## src/design/sfh_pkg.sv

```systemverilog
`timescale 1ns / 1ps

package sfh_pkg;

    // FNV-1a bases and primes
    localparam logic [31:0] FNV_BASIS32 = 32'd2166136261;
    localparam logic [31:0] FNV_PRIME32 = 32'd16777619;
    localparam logic [63:0] FNV_BASIS64 = 64'd14695981039346656037;
    localparam logic [63:0] FNV_PRIME64 = 64'd1099511628211;

    // fmix multipliers
    localparam logic [31:0] FMIX32_C1 = 32'h7feb352d;
    localparam logic [31:0] FMIX32_C2 = 32'h846ca68b;
    localparam logic [63:0] FMIX64_C1 = 64'hff51afd7ed558ccd;
    localparam logic [63:0] FMIX64_C2 = 64'hc4ceb9fe1a85ec53;

    // multiplier digit slicing
    localparam int unsigned DIGIT_W    = 16;
    localparam int unsigned NUM_DIGITS = 64 / DIGIT_W;
    localparam int unsigned DIG_CNT_W  = $clog2(NUM_DIGITS);

    // register map
    localparam logic [7:0] REG_HASH_SEED = 8'd0;
    localparam logic [7:0] REG_WIDE_MODE = 8'd1;

    // finalizer round codes
    localparam logic [1:0] FIN_ROUND0 = 2'd0;
    localparam logic [1:0] FIN_ROUND1 = 2'd1;
    localparam logic [1:0] FIN_ROUND2 = 2'd2;

    typedef enum logic [2:0] {
        ST_IDLE  = 3'b001,
        ST_MUL   = 3'b010,
        ST_SHIFT = 3'b100
    } t_state;

    function automatic logic [63:0] start_value(input logic [63:0] seed, input logic wide);
        if (wide) begin
            return FNV_BASIS64 ^ seed;
        end
        return {32'd0, FNV_BASIS32 ^ seed[31:0]};
    endfunction

endpackage

```

## src/design/seeded_fnv1a_fmix_string_hash.sv

```systemverilog
`timescale 1ns / 1ps

// Seeded FNV-1a string hash with a murmur-style fmix finalizer. Send a string one
// byte per request (i_has_byte=1), marking the final request with i_last; a request
// with i_has_byte=0 and i_last=1 hashes the empty string (or finalizes whatever has
// been absorbed). One hash comes out per string on o_hash_value, upper 32 bits zero
// in 32-bit mode. Register 0 is the 64-bit seed (reset 1), register 1 bit 0 picks
// 64-bit mode (reset 0); a write to either register restarts the running hash from
// the basis XOR seed, so write only between strings. All multiplies run on one
// shared 64x16 multiply-accumulate unit, four digit passes per multiply: a data
// byte is accepted and then multiplied, and the final request adds three xor-shift
// steps and two multiplies. The block takes no new request while it works; a
// finished hash sits in its own output register, so the next string can start
// while the hash still waits to be taken.
module seeded_fnv1a_fmix_string_hash
    import sfh_pkg::*;
(
    input  logic        i_clk,
    input  logic        i_rst_n,
    // byte requests
    input  logic        i_valid,
    output logic        o_ready,
    input  logic [7:0]  i_data_byte,
    input  logic        i_has_byte,
    input  logic        i_last,
    // hash results
    output logic        o_valid,
    input  logic        i_ready,
    output logic [63:0] o_hash_value,
    // register writes
    input  logic        i_cfg_valid,
    output logic        o_cfg_ready,
    input  logic [7:0]  i_cfg_index,
    input  logic [63:0] i_cfg_data
);

    t_state                 r_state, n_state;
    logic [63:0]            r_seed, n_seed;
    logic                   r_mode, n_mode;
    logic [63:0]            r_running, n_running;
    logic                   r_last, n_last;
    logic [1:0]             r_fin, n_fin;
    logic [63:0]            r_x, n_x;
    logic [63:0]            r_a, n_a;
    logic [63:0]            r_b, n_b;
    logic [63:0]            r_acc, n_acc;
    logic [DIG_CNT_W-1:0]   r_dig, n_dig;
    logic [63:0]            r_out, n_out;
    logic                   r_out_valid, n_out_valid;

    logic [63+DIGIT_W:0]    w_pp;
    logic [63:0]            w_sum;
    logic [63:0]            w_mul_res;
    logic [63:0]            w_xs;
    logic [63:0]            w_absorb;

    assign o_ready      = (r_state == ST_IDLE);
    assign o_cfg_ready  = (r_state == ST_IDLE);
    assign o_valid      = r_out_valid;
    assign o_hash_value = r_out;

    // Shared multiply-accumulate: one 64x16 partial product per cycle.
    assign w_pp      = {{DIGIT_W{1'b0}}, r_a} * {64'd0, r_b[DIGIT_W-1:0]};
    assign w_sum     = r_acc + w_pp[63:0];
    assign w_mul_res = r_mode ? w_sum : {32'd0, w_sum[31:0]};

    // Xor-shift step of the finalizer; narrow mode uses 16, 15, 16.
    always_comb begin
        if (r_mode) begin
            w_xs = r_x ^ (r_x >> 33);
        end else if (r_fin == FIN_ROUND1) begin
            w_xs = r_x ^ (r_x >> 15);
        end else begin
            w_xs = r_x ^ (r_x >> 16);
        end
    end

    assign w_absorb = r_mode ? (r_running ^ {56'd0, i_data_byte})
                             : {32'd0, r_running[31:0] ^ {24'd0, i_data_byte}};

    always_comb begin
        n_state     = r_state;
        n_seed      = r_seed;
        n_mode      = r_mode;
        n_running   = r_running;
        n_last      = r_last;
        n_fin       = r_fin;
        n_x         = r_x;
        n_a         = r_a;
        n_b         = r_b;
        n_acc       = r_acc;
        n_dig       = r_dig;
        n_out       = r_out;
        n_out_valid = r_out_valid;

        // drop the result once taken
        if (r_out_valid && i_ready) begin
            n_out_valid = 1'b0;
        end

        unique case (r_state)
            ST_IDLE: begin
                if (i_valid) begin
                    n_last = i_last;
                    n_fin  = FIN_ROUND0;
                    if (i_has_byte) begin
                        // absorb: (h ^ byte) * prime
                        n_a     = w_absorb;
                        n_b     = r_mode ? FNV_PRIME64 : {32'd0, FNV_PRIME32};
                        n_acc   = '0;
                        n_dig   = '0;
                        n_state = ST_MUL;
                    end else if (i_last) begin
                        n_x     = r_running;
                        n_state = ST_SHIFT;
                    end
                end
            end
            ST_MUL: begin
                n_acc = w_sum;
                n_a   = r_a << DIGIT_W;
                n_b   = r_b >> DIGIT_W;
                n_dig = r_dig + 1'b1;
                if (r_dig == DIG_CNT_W'(NUM_DIGITS - 1)) begin
                    n_x = w_mul_res;
                    if (r_fin == FIN_ROUND0) begin
                        // absorb multiply done
                        n_running = w_mul_res;
                        n_state   = r_last ? ST_SHIFT : ST_IDLE;
                    end else begin
                        n_state = ST_SHIFT;
                    end
                end
            end
            ST_SHIFT: begin
                if (r_fin == FIN_ROUND2) begin
                    // hold the final step until the output register is free
                    if (!r_out_valid || i_ready) begin
                        n_out       = w_xs;
                        n_out_valid = 1'b1;
                        n_running   = start_value(r_seed, r_mode);
                        n_fin       = FIN_ROUND0;
                        n_state     = ST_IDLE;
                    end
                end else begin
                    n_a     = w_xs;
                    n_acc   = '0;
                    n_dig   = '0;
                    n_fin   = r_fin + 2'd1;
                    n_state = ST_MUL;
                    if (r_fin == FIN_ROUND0) begin
                        n_b = r_mode ? FMIX64_C1 : {32'd0, FMIX32_C1};
                    end else begin
                        n_b = r_mode ? FMIX64_C2 : {32'd0, FMIX32_C2};
                    end
                end
            end
            default: begin
                n_state = ST_IDLE;
            end
        endcase

        // writes to either register restart the running hash
        if (i_cfg_valid && o_cfg_ready) begin
            unique case (i_cfg_index)
                REG_HASH_SEED: begin
                    n_seed    = i_cfg_data;
                    n_running = start_value(i_cfg_data, r_mode);
                end
                REG_WIDE_MODE: begin
                    n_mode    = i_cfg_data[0];
                    n_running = start_value(r_seed, i_cfg_data[0]);
                end
                default: begin
                end
            endcase
        end
    end

    always_ff @(posedge i_clk) begin
        if (!i_rst_n) begin
            r_state     <= ST_IDLE;
            r_seed      <= 64'd1;
            r_mode      <= 1'b0;
            r_running   <= start_value(64'd1, 1'b0);
            r_fin       <= FIN_ROUND0;
            r_dig       <= '0;
            r_out_valid <= 1'b0;
            r_last      <= 1'b0;
        end else begin
            r_state     <= n_state;
            r_seed      <= n_seed;
            r_mode      <= n_mode;
            r_running   <= n_running;
            r_fin       <= n_fin;
            r_dig       <= n_dig;
            r_out_valid <= n_out_valid;
            r_last      <= n_last;
        end
    end

    always_ff @(posedge i_clk) begin
        r_x   <= n_x;
        r_a   <= n_a;
        r_b   <= n_b;
        r_acc <= n_acc;
        r_out <= n_out;
    end

`ifndef ASSERT_OFF
    a_dig_idle: assert property (@(posedge i_clk) disable iff (!i_rst_n)
        (r_state != ST_MUL) |-> (r_dig == '0))
        else $error("digit counter nonzero outside multiply");

    a_fin_range: assert property (@(posedge i_clk) disable iff (!i_rst_n)
        r_fin != 2'd3)
        else $error("finalizer round out of range");

    a_narrow_running: assert property (@(posedge i_clk) disable iff (!i_rst_n)
        !r_mode |-> (r_running[63:32] == 32'd0))
        else $error("running hash has upper bits set in 32-bit mode");

    a_narrow_out: assert property (@(posedge i_clk) disable iff (!i_rst_n)
        (r_out_valid && !r_mode) |-> (r_out[63:32] == 32'd0))
        else $error("32-bit hash has upper bits set");

    a_out_hold: assert property (@(posedge i_clk) disable iff (!i_rst_n)
        (r_out_valid && !i_ready) |=> (r_out_valid && $stable(r_out)))
        else $error("pending hash overwritten");
`endif

endmodule
```

## config.mk

```make
export PLATFORM = sky130hd
export DESIGN_NAME = seeded_fnv1a_fmix_string_hash
export DESIGN_NICKNAME = d
export VERILOG_FILES = /design/src/design/sfh_pkg.sv /design/src/design/seeded_fnv1a_fmix_string_hash.sv
export SDC_FILE = /design/constraint.sdc
export NUM_CORES = 2
export LEC_CHECK = 0
export BUFFER_PORTS_ARGS = -buffer_cell sky130_fd_sc_hd__buf_2
export CORE_MARGIN = 5
export CORE_UTILIZATION = 50
export CTS_CLUSTER_SIZE = 12
export DETAILED_ROUTE_END_ITERATION = 10
export MAX_ROUTING_LAYER = met4
export PLACE_DENSITY = 0.74
export SETUP_SLACK_MARGIN = 0.1
export SLEW_MARGIN = 20
export SYNTH_ARGS = -nofsm -noshare
export SYNTH_HDL_FRONTEND = slang
export SYNTH_SLANG_ARGS = --single-unit
export TNS_END_PERCENT = 30
```

## constraint.sdc

```tcl
create_clock -name i_clk -period 13.1 [get_ports i_clk]
set_input_delay 3.93 -clock i_clk [delete_from_list [all_inputs] [get_ports i_clk]]
set_output_delay 3.93 -clock i_clk [all_outputs]
set_load 0.01 [all_outputs]
```

==> metrics <==
status finished clean; routed wire length 148000 um; crit path max fanout 35; number of post-CTS setup repair buffers 0; CTS tree done; Worst setup SP type register; worst min-delay path startpoint r_seed[3]; Pre-Repair DR Iteration Count 10; GRT overflow 0; post-synthesis sequential area ratio 0.241; post-DR wirelength/cell 22.2 um; gpl congestion 0.969; Clock Pin Slew Worst Setup and Hold Paths 0.07 ns; CP Capture Type register; most frequent cells in the layout 1130 x nand2_1, 1049 x inv_1, 814 x fa_1; antenna viol nets, final 0; starting DRC count in detailed routing 4573; global-route wire length before repair 231000 um; Min-Delay Path Class reg2reg; critical path required time 13.38 ns; via count 38600; RSZ-0062 raised after global routing false; Syn Inst Count 5409; yosys warns 0; Via density 5.79; vias in the first global route 39900; area leader, netlist fa_1; syn_area_per_cell 9.03 sq um; syn_nets 6418; final setup TNS 0 ns; Most common cell on crit path fa_1; hold-fix buffers at CTS 0; post-synthesis cell area 48900 sq um; Top Ports 154; Core ar. 96900 sq um; Crit-path slowest cell edfxtp_1; total global routing track utilization 0.295; die area 104000 sq um; final hold violations 0; CTS sink count 438; CTS buffer count 44; initial antenna violation count 8; Post-synth EDFFs 300; Crit path arrival time 8.43 ns; Rows 114; CP Class reg2reg; ranking of synthesized cells by area fa_1 33%, edfxtp_1 18%, nand2_1 8.7%, inv_1 8.1%, dfxtp_1 5.7%; pin count of the biggest net entering global routing 80; Worst slew margin 0.256; Final Skew 0.0376 ns; Max Freq 123 MHz; Yosys cell types 83; Worst Setup SP r_b[15]; Die W 323 um; Max Cap Viol 0; flops & latches, synth 438; r2r startpoint r_b[15]; nets 6348; Final setup viols 0; area grow syn2layout 6.16%; Initial Util 0.505; DRC viols 0; H-tree levels 2; Max Slew Vio Count 0; # resized after CTS 0; Die H 323 um; Max Root-Sink Buffers 3; ys async rst share 0; DPL Wire Length 109000 um; Synth Flop Type edfxtp_1; Port Buffers 153; most common cell after layout, fill and taps aside nand2_1; layout filler cell count 8514; CTS root buf clkbuf_16; Critical Path Max Stage Delay 1.08 ns; Tcrit/Tclk final 0.623; Synth top area share 0.333; share of cells above drive strength 1 0.0584; Least-Margin Pin Slew 1.12 ns; crit path cell chain buf_4 > nand2_1 > fa_1 > fa_1 > inv_1 > fa_1 > fa_1 > fa_1 > inv_1 > fa_1 > inv_1 > ha_1 > a211oi_1 > o211ai_1 > a221oi_1 > a21o_1 > and2_1 > o211ai_2 > and3_1 > a21oi_1 > xor2_1 > o21ai_0; Clock Latency Late Sink 0.59 ns; min cycle time layout 8.16 ns
[registers in the layout (all words and copies together) (netlist names), 2 cells and up]
| signal | cells |
|---|---|
| r_state | 3 |
| r_seed | 64 |
| r_acc | 64 |
| r_fin | 2 |
| r_b | 44 |
| r_x | 64 |
| r_dig | 2 |
| o_hash_value | 64 |
| r_a | 64 |
| r_running | 64 |
[worst paths after layout]
kind | cells after the start | end | slack [ns]
setup / recovery | 22 | r_x[48] | 4.94
hold / removal | 2 | r_seed[3] | 0.45
setup reg to reg | 22 | r_x[48] | 4.94
hold reg to reg | 2 | r_seed[3] | 0.45
[stage by stage]
step / utilization / hold slack (ns) / std cells / setup slack (ns) / instance area, sq um
6_report: 0.536 / 0.454 / 6660 / 4.94 / 51900
5_1_grt: 0.536 / 0.483 / 6657 / 4.55 / 51900
4_1_cts: 0.535 / 0.455 / 6651 / 5.14 / 51800
3_5_place_dp: 0.521 / 0.447 / 6569 / 5.19 / 50500
3_3_place_gp: 0.521 / 0.442 / 6569 / 5.15 / 50500
2_1_floorplan: - / 0.436 / 5409 / 3.80 / 48900
[worst max-delay path: cells and delay by family (launching register included)]
family | cells | cell delay [ns]
DFF | 1 | 1.08
and+or+nand+nor | 3 | 0.66
adders and majority gates | 7 | 3.27
AOI/OAI and AO/OA | 7 | 1.67
buffers and inverters | 4 | 0.68
xor gates and xnor gates | 1 | 0.45
[synth_stat cells, drive strengths merged, types with 18 or more instances]
cell,instances
nand2,1131
inv,1049
fa,814
clkbuf,303
edfxtp,300
and2,283
a21oi,237
o21ai,157
nor2,149
dfxtp,138
ha,108
xnor2,105
xor2,85
a22oi,69
a21o,67
o22ai,34
buf,27
nand3,27
mux2i,24
a221oi,23
a31oi,21
a211oi,19
a22o,18
[cell families after synthesis]
| family | share of synthesized area |
|---|---|
| AND/OR/NAND/NOR | 0.150 |
| buffers and inverters | 0.107 |
| adder cells (fa/ha/maj) | 0.361 |
| AO/OA/AOI/OAI | 0.101 |
| flip-flops | 0.241 |
| XOR/XNOR | 0.0341 |
| multiplexers | 0.00584 |
[area by class of cell]
class / instances / area [sq um] / share of cell area
Multi-Input combinational cell: 3589 / 32000 / 0.616
Sequential cell: 438 / 11800 / 0.227
Tap cell: 1276 / 1600 / 0.0308
Clock inverter: 6 / 61.3 / 0.00118
Inverter: 1052 / 3950 / 0.0761
Clock buffer: 76 / 1290 / 0.0249
Antenna cell: 9 / 22.5 / 0.000434
Timing Repair Buffer: 214 / 1220 / 0.0236
[metal layers]
layer / vias to the layer above / global-route usage / share of wire
met5: - / - / 0
met2: 2539 / 0.436 / 0.43
met4: 0 / 0.126 / 0.054
met3: 446 / 0.0713 / 0.13
li1: 16500 / - / -
met1: 19000 / 0.392 / 0.38
Power is left out: the tool's default activity adds up to more than one toggle a clock period on the data nets, which glitch-free logic cannot reach.
